**config.mk**
```make
export PLATFORM = sky130hd
export DESIGN_NAME = tvlg_root_div
export DESIGN_NICKNAME = d
export VERILOG_FILES = /design/src/tvlg_pkg.sv /design/src/tvlg_root_div.sv
export SDC_FILE = /design/constraint.sdc
export NUM_CORES = 1
export LEC_CHECK = 0
export BUFFER_PORTS_ARGS = -buffer_cell sky130_fd_sc_hd__buf_4
export CORE_UTILIZATION = 45
export DETAILED_ROUTE_END_ITERATION = 6
export PLACE_DENSITY = 0.65
export RECOVER_POWER = 25
export SETUP_SLACK_MARGIN = 0.02
export SLEW_MARGIN = 25
export SYNTH_ARGS = -nofsm -noshare
export SYNTH_HDL_FRONTEND = slang
export SYNTH_SLANG_ARGS = --single-unit
```
**constraint.sdc**
```tcl
create_clock -name clk -period 5.1 [get_ports clk]
set_input_delay 0 -clock clk [delete_from_list [all_inputs] [get_ports clk]]
set_output_delay 0 -clock clk [all_outputs]
set_load 0.02 [all_outputs]
```
**src/tvlg_pkg.sv**
```systemverilog
// ----------------------------------------------------------------------------
// tvlg_pkg
// Shared types, constants and saturation helpers for the tv/l2 loss gradient
// block.
// ----------------------------------------------------------------------------
package tvlg_pkg;

  localparam int GRAD_W   = 32;
  localparam int LOSS_W   = 48;
  localparam int STR_W    = 16;
  localparam int EPS_W    = 32;
  localparam int LEN_W    = 11;
  localparam int ROW_W    = 20;
  localparam int CFG_W    = 32;
  localparam int CFG_IDX_W = 2;
  localparam int RAD_W    = 64;
  localparam int ROOT_W   = 32;
  localparam int REM_W    = 36;
  localparam int CNT_W    = 5;
  localparam int SUM_W    = 40;
  localparam int Q_W      = 16;
  localparam int TERM_W   = 24;
  localparam int PROD_W   = 66;
  localparam int L2_SHIFT = 13;
  localparam int LOSS_SHIFT = 6;
  // quotient magnitude never exceeds one in Q.14, so 15 bits suffice
  localparam logic [CNT_W-1:0] ROOT_LAST = 5'd31;
  localparam logic [CNT_W-1:0] DIV_LAST  = 5'd14;

  localparam logic [STR_W-1:0] STRENGTH_RST = 16'd256;
  localparam logic [EPS_W-1:0] EPSILON_RST  = 32'd3;
  localparam logic [LEN_W-1:0] LENGTH_RST   = 11'd1024;

  // input transaction kinds
  localparam logic CMD_PIXEL = 1'b0;
  localparam logic CMD_DRAIN = 1'b1;

  typedef enum logic [CFG_IDX_W-1:0] {
    CFG_STRENGTH    = 2'd0,
    CFG_EPSILON     = 2'd1,
    CFG_LINE_LENGTH = 2'd2
  } cfg_idx_t;

  typedef enum logic {
    OP_ROOT = 1'b0,
    OP_DIV  = 1'b1
  } iter_op_t;

  typedef struct packed {
    logic     start;
    iter_op_t op;
  } iter_req_t;

  typedef enum logic [4:0] {
    ST_IDLE,
    ST_L2,
    ST_RDA,
    ST_RDB,
    ST_SQX,
    ST_SQY,
    ST_RAD,
    ST_SQ_GO,
    ST_SQ_WAIT,
    ST_DX_GO,
    ST_DX_WAIT,
    ST_DY_GO,
    ST_DY_WAIT,
    ST_MSX,
    ST_MSY,
    ST_MSD,
    ST_WB0,
    ST_WB1,
    ST_WB2,
    ST_DR0,
    ST_DR1,
    ST_OUT
  } state_t;

  // clamp a wide signed sum to the 32 bit gradient range
  function automatic logic signed [GRAD_W-1:0] sat_grad(input logic signed [SUM_W-1:0] v);
    logic signed [SUM_W-1:0] hi;
    logic signed [SUM_W-1:0] lo;
    hi = SUM_W'(64'sh7FFF_FFFF);
    lo = -SUM_W'(64'sh8000_0000);
    if (v > hi) begin
      return 32'sh7FFF_FFFF;
    end else if (v < lo) begin
      return 32'sh8000_0000;
    end
    return v[GRAD_W-1:0];
  endfunction

  // clamp an unsigned value to 48 bits
  function automatic logic [LOSS_W-1:0] sat_loss(input logic [63:0] v);
    if (|v[63:LOSS_W]) begin
      return '1;
    end
    return v[LOSS_W-1:0];
  endfunction

endpackage

```
**src/tvlg_root_div.sv**
```systemverilog
// ----------------------------------------------------------------------------
// tvlg_root_div
// Shared iterative unit: 64 bit integer square root (one result bit per
// cycle) and restoring division of magnitude * 2^14 by a 32 bit divisor.
// ----------------------------------------------------------------------------
module tvlg_root_div
  import tvlg_pkg::*;
#(
  parameter int NUM_W = 17
) (
  input  logic              clk,
  input  logic              rst,
  input  iter_req_t         req,
  input  logic [RAD_W-1:0]  radicand,
  input  logic [NUM_W-1:0]  numer,
  input  logic [ROOT_W-1:0] denom,
  output logic              done,
  output logic [ROOT_W-1:0] result
);

  logic              busy;
  iter_op_t          op_r;
  logic [CNT_W-1:0]  cnt;
  logic [REM_W-1:0]  rem;
  logic [ROOT_W-1:0] acc;
  logic [RAD_W-1:0]  src;
  logic [ROOT_W-1:0] den_r;

  logic [REM_W-1:0]  shifted;
  logic [REM_W-1:0]  operand;
  logic [REM_W-1:0]  diff;
  logic              fits;

  // one compare and subtract shared by both operations
  always_comb begin
    if (op_r == OP_ROOT) begin
      shifted = {rem[REM_W-3:0], src[RAD_W-1:RAD_W-2]};
      operand = {2'b00, acc, 2'b01};
    end else begin
      shifted = {rem[REM_W-2:0], src[RAD_W-1]};
      operand = REM_W'(den_r);
    end
    fits = shifted >= operand;
    diff = shifted - operand;
  end

  // control
  always_ff @(posedge clk) begin
    if (rst) begin
      busy <= 1'b0;
      done <= 1'b0;
      cnt  <= '0;
      op_r <= OP_ROOT;
    end else begin
      done <= busy && (cnt == '0);
      if (req.start) begin
        busy <= 1'b1;
        op_r <= req.op;
        cnt  <= (req.op == OP_ROOT) ? ROOT_LAST : DIV_LAST;
      end else if (busy) begin
        cnt <= cnt - 1'b1;
        if (cnt == '0) begin
          busy <= 1'b0;
        end
      end
    end
  end

  // datapath
  always_ff @(posedge clk) begin
    if (req.start) begin
      acc   <= '0;
      den_r <= denom;
      if (req.op == OP_ROOT) begin
        rem <= '0;
        src <= radicand;
      end else begin
        rem <= REM_W'(numer >> 1);
        src <= {numer[0], {(RAD_W-1){1'b0}}};
      end
    end else if (busy) begin
      rem <= fits ? diff : shifted;
      acc <= {acc[ROOT_W-2:0], fits};
      src <= (op_r == OP_ROOT) ? (src << 2) : (src << 1);
    end
  end

  assign result = acc;

endmodule

```
; ---- Word level (Yosys, flattened, before mapping)
; Cells that the tools add are included.
[word_totals]
word_cells = 30
latch_bits = 0
input_bits = 117
mem_bits_ro = 0
register_bits = 171
mem_bits_rw = 0
out_inout_bits = 33
mem_count = 0
[op_classes]
shift = 0
n_addsub = 2
n_eq_ne = 0
mul = 0
mux = 16
div_mod_pow = 0
order_cmp = 1
n_reduce_logical = 3
n_bitwise = 0
[op_table]
columns = op, n
row1 = two-way mux 64 bit, 4
row2 = two-way mux 35 bit, 3
row3 = greater-or-equal comparator 36 x 34 -> 1 bit, 1
row4 = two-way mux 36 bit, 1
row5 = subtractor 35 x 34 -> 35 bit, 1
row6 = two-way mux 34 bit, 1
row7 = two-way mux 16 bit, 1
row8 = two-way mux 5 bit, 3
row9 = logical NOT 5 bit, 1
row10 = "subtractor 5 x 1 -> 5 bit, second input constant", 1
row11 = two-way mux 1 bit, 3
row12 = nonzero test 2 bit, 1
row13 = logical AND 1 bit, 1

; ---- Depth between registers and ports, before layout
[logic_depth]
word_depth = 5
mapped_depth = 17
mapped_depth_nobuf = 12

; ---- Worst setup path before layout
; OpenSTA, ideal clock, no wires.
[synth_path]
kind = reg2reg
start = register op_r
end = register rem[12] (data pin)
arrival_time_ps = 4300
stages_incl_launch_ff = 17
path_buffers = 6
required_ps = 4833
path_slack_ps = 533
synth_period_minus_slack_ps = 4567
setup_ps = 267
path_cell_list = dfxtp_1 > clkbuf_1 > clkbuf_1 > clkbuf_1 > clkbuf_1 > nand2_1 > fa_1 > a211oi_2 > o21ai_2 > a31oi_4 > o221ai_2 > a2111o_1 > and2_4 > buf_6 > buf_6 > mux2i_1 > o21ai_1
[synth_between]
elab_chain_cells = 5
elab_cells_between_ends = 7
cone_classes = 1 x add/sub / 1 x order compare / 5 x mux
[synth_rtl]
columns = element, line_no
row1 = from (decl), tvlg_root_div.sv:22  ; iter_op_t op_r;
row2 = from (signal assigned), tvlg_root_div.sv:58  ; op_r <= req.op;
row3 = two-way mux 36 bit or two-way mux 34 bit (tied branches), tvlg_root_div.sv:36  ; if (op_r == OP_ROOT) begin
row4 = subtractor 35 x 34 -> 35 bit or greater-or-equal comparator 36 x 34 -> 1 bit (tied branches), "tvlg_root_div.sv:44, tvlg_root_div.sv:43"
row5 = two-way mux 35 bit *, tvlg_root_div.sv:82  ; rem <= fits ? diff : shifted;
row6 = two-way mux 35 bit *, tvlg_root_div.sv:81  ; end else if (busy) begin
row7 = two-way mux 35 bit *, tvlg_root_div.sv:71  ; if (req.start) begin
row8 = to (signal assigned), tvlg_root_div.sv:78  ; rem <= REM_W'(numer >> 1);
row9 = to (signal assigned), tvlg_root_div.sv:82
row10 = to (decl), tvlg_root_div.sv:24  ; logic [REM_W-1:0] rem;
; Every way passes the cells marked *; elsewhere a longest branch is shown, timed or not. The select of a mux whose other input is x is not followed.
; A chain may end at the register's enable or synchronous reset.

; ---- Worst setup path in the final report
[layout_path]
start = register op_r
end = register rem[19] (data pin)
; The elaborated chain is that of the path after synthesis.

==> summary by stage <==
Setup path
The element type at the critical path start is a register. The worst register-to-register path has a depth of 11. The kind of end point of the critical path is a register.

In this design, the stage delay of the slowest critical-path cell is 0.72 ns. Along the worst path, the maximum fanout reaches 41. Data on the critical path arrives at its endpoint at 4.61 ns.

The critical path class is register to register. The critical path goes through buf_4 -> mux2_2 -> ha_1 -> a211oi_2 -> o21ai_1 -> a221oi_2 -> a21oi_1 -> a2111o_1 -> nand2_2 -> nor3_1 -> a2111oi_2. At the worst endpoint, the required time is 5.31 ns. The critical-path cell with the highest stage delay is sky130_fd_sc_hd__dfxtp_4.

Synth
The yosys synthesis warning count is 0. The proportion of synthesized flip-flops having asynchronous set or reset is 0%. Dividing the synthesized area by the synthesized cell count gives between 10 and 15 sq um.

Yosys mapped a number of flops with a built-in enable equal to 131. The synthesized netlist contains 72 unique library cells. The gate count of the mapped netlist is 951. The dominant register cell in the synthesized netlist is sky130_fd_sc_hd__edfxtp_1. The sequential fraction of the synthesis area is 47.2%. The post-synthesis net count is 1,105. The netlist area before placement is 10,000 sq um. In this run, synthesis produced a sequential element count of 171.

CTS
The clock insertion delay at the later pin of the skew report is ~0.43 ns. In this run the clock root is driven by a sky130_fd_sc_hd__clkbuf_16. After clock tree synthesis, the clock-pin slew on the worst setup and hold paths is 0.07 ns. The post-cts gate resize count is 0.

The number of buffers created by CTS is 17. The CTS tree is done. The level count of the clock H-tree is 4. Clock tree synthesis found a total of 171 sinks.

The maximum clock insertion buffer count is 2.

Power
Power spread over the standard cell area amounts to 467 nW/um^2. The design draws 6.05 mW. The analysis attributes to cell leakage a power of around 5 nW. The maximum vdd ir drop is about 0.00032 V.

Cells and area
Compared with the post-synthesis result, the final layout area differs by 29.2%. The ratio of cells with drive above 1 in the final layout is 17.6%. The final net count is 1,343.

The top cell types in the final layout, fill and taps aside, are 134 x sky130_fd_sc_hd__mux2i_1, 131 x sky130_fd_sc_hd__edfxtp_1, 124 x sky130_fd_sc_hd__nand2_1. The most common cell after layout, fill and taps aside is sky130_fd_sc_hd__mux2i_1. The number of inserted diodes is 0. The area used by multi-input combinational logic is ~5000 sq um. The layout filler cell count is roughly 1,800. Summing all flip-flop and latch instances after layout gives 4740 sq um.

The post-route cell area is 13,000 sq um.

Run status
The flow ran to the end, but the final reports show violations. The final reports fail on capacitance limit, slew limit.

Flow run
The max-capacitance violation count is 3.

GRT
The maximum number of pins on one net before global-route repair is 76. The initial antenna violation count was 0. The via count of the first global-routing pass is around 8,100. The total overflow left after global routing is 0. The first global-routing pass estimated 40.0 mm of wire. Global routing used 22.4% of the available tracks across all layers.

Hold path
The worst hold path stage count is 3. The class of the tightest hold or removal check is input pin to register.

Die
The area of the core is 21,800 sq um. After floorplanning, the core was divided into 54 placement rows. The number of top-level pins is 150. For this configuration, the core starts out at a cell density of a little under half. The width of the chip is around 150 um. From bottom edge to top edge, the die measures roughly 150 um. The area of the die is 22,900 sq um.

Place
At the end of routability-driven placement, the weighted congestion stood at between 0.8 and 0.9. During placement, the flow inserted port buffers numbering 149. The wire-length estimate of the detail-placed layout is ~17 mm.

Once placement finished, the instance area stood at 11,400 sq um.

Timing
The pin slew with the least headroom to its limit is between 2 and 3 ns. Setup repair after global routing left no endpoint under its margin. The post-route setup TNS is 0 ns. The final count of hold timing violations is 0. After layout, the minimum clock period comes to approximately 4.4 ns. The worst clock skew on the final layout is 0.0108 ns. The peak clock frequency supported by timing is 0.227 GHz. The number of pins exceeding their max-slew limit in the final report came to 169. In the finished design, the share of the clock period the worst path needs comes to 86.2%. The final count of negative-setup-slack endpoints is 0. The worst relative slew slack is -84.6%.

Routing
The first TritonRoute pass finished after 4 iterations. The total detailed-routing wirelength is 24.8 mm. After detailed routing, the average wire length per cell comes to 16.7 um. The detailed router placed between 8,000 and 9,000 vias in this run. After detailed routing, the number of vias per cell comes to about 5.4. The DRC violation count after routing is 0. The number of antenna-violating nets in the routed design is 0.

The initial detailed-routing violation count is 451.
-- layer usage --
layer / global-route usage, % / routed length, um / vias up
li1: - / - / 3998
met1: 29.4 / 11500 / 3798
met2: 37.8 / 11900 / 174
met3: 3.25 / 877 / 34
met4: 7.35 / 469 / 0
met5: 0 / 0 / -
-- power breakdown --
group	internal, mW	leakage, nW	switching [mW]
registers	1.81	1.68	0.114
logic	1.26	3.03	1.59
clock network	0.695	0.289	0.584
total	3.76	5.00	2.29
-- through the flow --
step | hold slack [ns] | util, % | std cells | setup WS, ns
6_report | 0.0302 | 59.4 | 1482 | 0.703
5_1_grt | 0.0376 | 59.4 | 1482 | 0.312
4_1_cts | 0.0113 | 59.9 | 1481 | 0.760
3_5_place_dp | 0.179 | 52.0 | 1335 | 0.771
3_3_place_gp | 0.179 | 52.0 | 1335 | 0.871
2_1_floorplan | 0.0989 | - | 951 | 0.533
-- layout make-up --
type,instances,area share [%]
Multi-Input combinational cell,710,38.7
Inverter,16,0.463
Clock inverter,11,0.734
Clock buffer,21,3.72
Tap cell,280,2.70
Timing Repair Buffer,273,17.1
Sequential cell,171,36.6
-- kinds of logic after synthesis --
logic type	after synthesis	synth area share (%)
xor+xnor	22	1.92
compound gates	234	14.9
flops	171	47.2
buf+inv	70	2.91
fa+ha+maj	37	4.69
simple gates	250	11.3
mux	167	17.1
-- sequential cells by signal (all words and copies together), names as in the netlist --
register	cells
rem	35
done	1
cnt	5
src	64
op_r	1
result	32
den_r	32
busy	1
-- worst max-delay path: cells and delay by family (launching register included) --
family	cells	cell delay (ns)
AOI/OAI and AO/OA	6	1.72
DFF	1	0.72
and+or+nand+nor	2	0.62
adders and majority gates	1	0.39
muxes	1	0.37
buffers and inverters	1	0.30
-- Yosys cell counts, types with 15 or more instances --
master / number / area (sq um)
sky130_fd_sc_hd__mux2i_1: 134 / 1340
sky130_fd_sc_hd__edfxtp_1: 131 / 3930
sky130_fd_sc_hd__nand2_1: 124 / 465
sky130_fd_sc_hd__o21ai_0: 77 / 385
sky130_fd_sc_hd__nor2_1: 55 / 206
sky130_fd_sc_hd__a21oi_1: 52 / 260
sky130_fd_sc_hd__dfxtp_1: 40 / 801
sky130_fd_sc_hd__clkbuf_1: 38 / 143
sky130_fd_sc_hd__ha_1: 36 / 450
sky130_fd_sc_hd__mux2_2: 33 / 372
sky130_fd_sc_hd__o21ai_1: 21 / 105
sky130_fd_sc_hd__a21o_1: 18 / 135
sky130_fd_sc_hd__inv_1: 15 / 56.3
-- final timing paths --
kind,endpoint,from,slack [ns]
hold / removal,rem[12],req[0],0.03
setup reg to reg,rem[19],op_r,0.70
hold reg to reg,result[13],result[13],0.55
setup / recovery,rem[19],op_r,0.70
-- what timing repair did --
| action | in CTS | in global routing |
|---|---|---|
| hold buffers | 114 | 0 |
| buffers inserted | 0 | 0 |
| endpoints found under the hold margin | 120 | 0 |
Power figures use the tool's default switching activity.
